<file path="src/rtl/core/nnc_pkg.sv">
package nnc_pkg;

   localparam int MAX_ENTRIES_DEF = 64;
   localparam int CLASS_BITS_DEF  = 8;

   localparam int HU_COUNT   = 7;
   localparam int FEAT_COUNT = HU_COUNT + 2;
   localparam int FEAT_W     = 24;
   localparam int SQ_W       = 2 * FEAT_W;
   localparam int PART_W     = SQ_W + 2;
   localparam int DIST_W     = 52;
   localparam int REQ_W      = 2;
   localparam int STATUS_W   = 2;

   // One feature vector, element 0 is the first Hu moment.
   typedef logic [FEAT_COUNT-1:0][FEAT_W-1:0] feat_vec_type;

   typedef enum logic [REQ_W-1:0] {
      REQ_LOAD  = 2'd0,
      REQ_QUERY = 2'd1,
      REQ_CLEAR = 2'd2
   } req_code_type;

   typedef enum logic [STATUS_W-1:0] {
      STAT_LOADED   = 2'd0,
      STAT_FULL     = 2'd1,
      STAT_ANSWERED = 2'd2,
      STAT_EMPTY    = 2'd3
   } status_type;

   typedef enum logic [3:0] {
      ST_IDLE  = 4'b0001,
      ST_SCAN  = 4'b0010,
      ST_DRAIN = 4'b0100,
      ST_DONE  = 4'b1000
   } state_type;

   // Controls handed to every storage cell.
   typedef struct packed {
      logic shift;
      logic write;
   } cell_ctl_type;

endpackage

</file>
<file path="src/rtl/core/nnc_cell.sv">
// One table entry. During a scan every cell takes the entry of its neighbor.
module nnc_cell #(
   parameter int CLASS_BITS = 8
) (
   input  logic                   clock,
   input  nnc_pkg::cell_ctl_type  ctl,
   input  nnc_pkg::feat_vec_type  load_feat,
   input  logic [CLASS_BITS-1:0]  load_class,
   input  nnc_pkg::feat_vec_type  next_feat,
   input  logic [CLASS_BITS-1:0]  next_class,
   output nnc_pkg::feat_vec_type  cell_feat,
   output logic [CLASS_BITS-1:0]  cell_class
);
   import nnc_pkg::*;

   feat_vec_type          feat_ff;
   feat_vec_type          feat_in;
   logic [CLASS_BITS-1:0] class_ff;
   logic [CLASS_BITS-1:0] class_in;

   always_comb begin
      feat_in  = feat_ff;
      class_in = class_ff;
      if (ctl.write) begin
         feat_in  = load_feat;
         class_in = load_class;
      end else if (ctl.shift) begin
         feat_in  = next_feat;
         class_in = next_class;
      end
   end

   always_ff @(posedge clock) begin
      feat_ff  <= feat_in;
      class_ff <= class_in;
   end

   assign cell_feat  = feat_ff;
   assign cell_class = class_ff;

endmodule

</file>
<file path="config.mk">
export PLATFORM = sky130hd
export DESIGN_NAME = nnc_cell
export DESIGN_NICKNAME = d
export VERILOG_FILES = /design/src/rtl/core/nnc_pkg.sv /design/src/rtl/core/nnc_cell.sv
export SDC_FILE = /design/constraint.sdc
export NUM_CORES = 1
export LEC_CHECK = 0
export BUFFER_PORTS_ARGS = -buffer_cell sky130_fd_sc_hd__buf_2
export CAP_MARGIN = 40
export CORE_AREA = 2 2 264 266
export CTS_CLUSTER_DIAMETER = 30
export DETAILED_ROUTE_END_ITERATION = 10
export DIE_AREA = 0 0 266 268
export HOLD_SLACK_MARGIN = 0.03
export SETUP_SLACK_MARGIN = 0.15
export SLEW_MARGIN = 10
export SYNTH_ARGS = -nofsm -noshare
export SYNTH_HDL_FRONTEND = slang
export SYNTH_SLANG_ARGS = --single-unit
export TNS_END_PERCENT = 100
</file>
<file path="constraint.sdc">
create_clock -name clock -period 11.4 [get_ports clock]
set_clock_uncertainty 0.05 [all_clocks]
set_input_delay 1.71 -clock clock [delete_from_list [all_inputs] [get_ports clock]]
set_output_delay 1.71 -clock clock [all_outputs]
set_load 0.01 [all_outputs]
</file>
==> results by group <==
Run status
  • Status: complete, no violations

Finish
  • Area grow syn2layout: 62.8%
  • Commonest non-fill, non-tap cell in the layout: buf_2
  • Design area: ~16000 sq um
  • Fraction of layout cells with a size suffix above 1: 81.2%
  • Layout net count: 1638
  • Filler cell count: about 7200
  • Register Area: a little under 7000 sq um
  • Area taken by multi-input logic gates: 3090 sq um
  • Most frequent cells in the layout: buf_2, edfxtp_1, mux2_4, mux2_2, clkbuf_16

Global route
  • GRT Overall Usage: 8.64%
  • Initial antenna violation count: 10
  • Total gr overflow: 0
  • Largest net degree at the start of global routing: between 70 and 80
  • Vias in the first global route: 7584
  • First-pass GRT wire length: 45.0 mm

Clock network
  • Root Buffer: clkbuf_16
  • Max Buffers Root-to-Sink: 3
  • Post-CTS Resized: 0
  • Clock transition at path regs: 0.05 ns
  • Hold-fix buffers at CTS: 0
  • CTS sink count: ~220
  • Post-CTS setup buffer count: 0
  • H-tree depth: 2
  • CTS tree: built
  • Number of CTS-inserted buffers: 53

Floorplan
  • DIE WIDTH: 266 microns
  • Chip Height: 268 microns
  • IO Pins: 675
  • Die footprint: roughly 71000 sq um
  • Initial Util: 14.7%
  • # rows: 96
  • Core box area: 68200 sq um

Power
  • PD cells: about 180 nW/um^2
  • Leak: 7.42 nW
  • Maximum VDD drop: 0.0974 mV

Worst hold path
  • Worst Hold End: cell_feat[71]
  • Hold Crit Start: load_feat[71]
  • WHS Path Cells: 2
  • Worst min path class: input port to flip-flop

Setup path
  • Crit Path Max Fanout: 73
  • Crit. End Element: flip-flop
  • Critical path startpoint category: input port
  • WS Path Type: input port to flip-flop
  • Worst EP arrival: 4.18 ns
  • Critical path required time: 11.67 ns

Placement
  • DP HPWL: 27.0 mm
  • Port bufs: 674
  • GPL Wtd Cong: 0.781
  • Post-DP Area: around 14000 sq um
  • Post-place setup slack: 6.51 ns

Logic synthesis
  • Register area share after synthesis: between 60% and 70%
  • Synthesized instance count: 474
  • Register bit total from synthesis: roughly 220
  • Syn Area/Cell: about 21 sq um
  • Netlist area before placement: 10100 sq um
  • Yosys warns: 0
  • Unique cell type count in the Yosys netlist: 6
  • Post-synth net total: 925

Routing
  • Via count: 7194
  • Pre-antenna DRT Iters: 4
  • Vias per inst: roughly 3.4
  • Routed WL per cell: 15.9 microns
  • Post-route ant nets: 0
  • WL final: 33.7 mm
  • Drt initial violations: 226
  • # DRC: 0

Timing
  • Fin crit share: 34.3%
  • Worst Slack Setup Final: 7.49 ns
  • RSZ-0062 raised after global routing: no
  • Setup Viol. Count Final: 0
  • Worst Tran Pin Value: 0.877 ns
  • Count of pins over their slew limit: 0
  • Final Hold Fails: 0
  • Rel. slew slack: 41.6%
  • Final min period: between 3 and 4 ns
  • Post-Route Setup TNS: 0 ns
  • Max Clk Rate: 256 MHz

Job
  • Max_cap viols: 0
cells by family (layout without fill, tap and decap cells):
group	after synthesis	in the layout	synth area share, %
flops	224	224	66.9
simple gates	1	1	0.0623
mux	224	224	30.7
buf+inv	25	781	2.36
other cells	0	3	0
synthesized netlist by cell type, drive strengths merged:
master / count / area (sq um)
mux2: 224 / 3080
buf: 25 / 238
or2: 1 / 6.26
edfxtp: 224 / 6730
sequential cells by signal (all words and copies together), names as in the netlist:
signal / cells
cell_class: 8
cell_feat: 216
how the worst max path moves through the flow:
stage	startpoint	endpoint	slack, ns	cells after the start
2_1_floorplan	ctl[0]	cell_class[0]	6.01	4
3_3_place_gp	ctl[0]	cell_feat[85]	6.60	4
3_5_place_dp	ctl[0]	cell_feat[76]	6.51	4
4_1_cts	ctl[0]	cell_feat[125]	7.10	4
5_1_grt	ctl[0]	cell_feat[125]	7.30	5
6_report	ctl[0]	cell_feat[82]	7.49	4
critical path, cell delays in order:
cell and delay, ns:
buf_8 0.44, buf_4 0.75, buf_4 0.75, mux2_4 0.36
per-layer routing:
metal  global-route usage (%)  vias to the layer above  wire length [microns]
met3                     4.00                       91                   3750
li1                         -                     3326                      -
met1                     8.38                     3296                  11700
met4                     4.77                        4                   1630
met2                     15.2                      477                  16600
met5                        0                        -                     24
where the power goes:
part           total [W]  internal, W  switching, W
Combinational   0.000375     0.000197      0.000178
Sequential       0.00104      0.00102     0.0000280
Clock            0.00161      0.00113      0.000481
layout make-up:
| type | instances | share of cell area, % |
|---|---|---|
| sequential | 224 | 41.1 |
| timing repair buffer | 683 | 21.5 |
| multi-input combinational | 225 | 18.9 |
| clock buffer | 59 | 8.50 |
| tap | 882 | 6.74 |
| clock inverter | 39 | 3.26 |
| antenna | 3 | 0.0459 |
per-stage QoR:
stage / hold slack, ns / util, % / std cells / power, W
after floorplan: 1.88 / - / 474 / 0.00123
after global placement: 1.96 / 21.0 / 2011 / 0.00143
after detailed placement: 1.96 / 21.1 / 2013 / 0.00144
after CTS: 1.34 / 23.9 / 2111 / 0.00308
after global routing: 1.35 / 24.0 / 2114 / 0.00314
final: 1.39 / 24.0 / 2115 / 0.00302
Note: power is estimated with default switching activity, not from simulation.
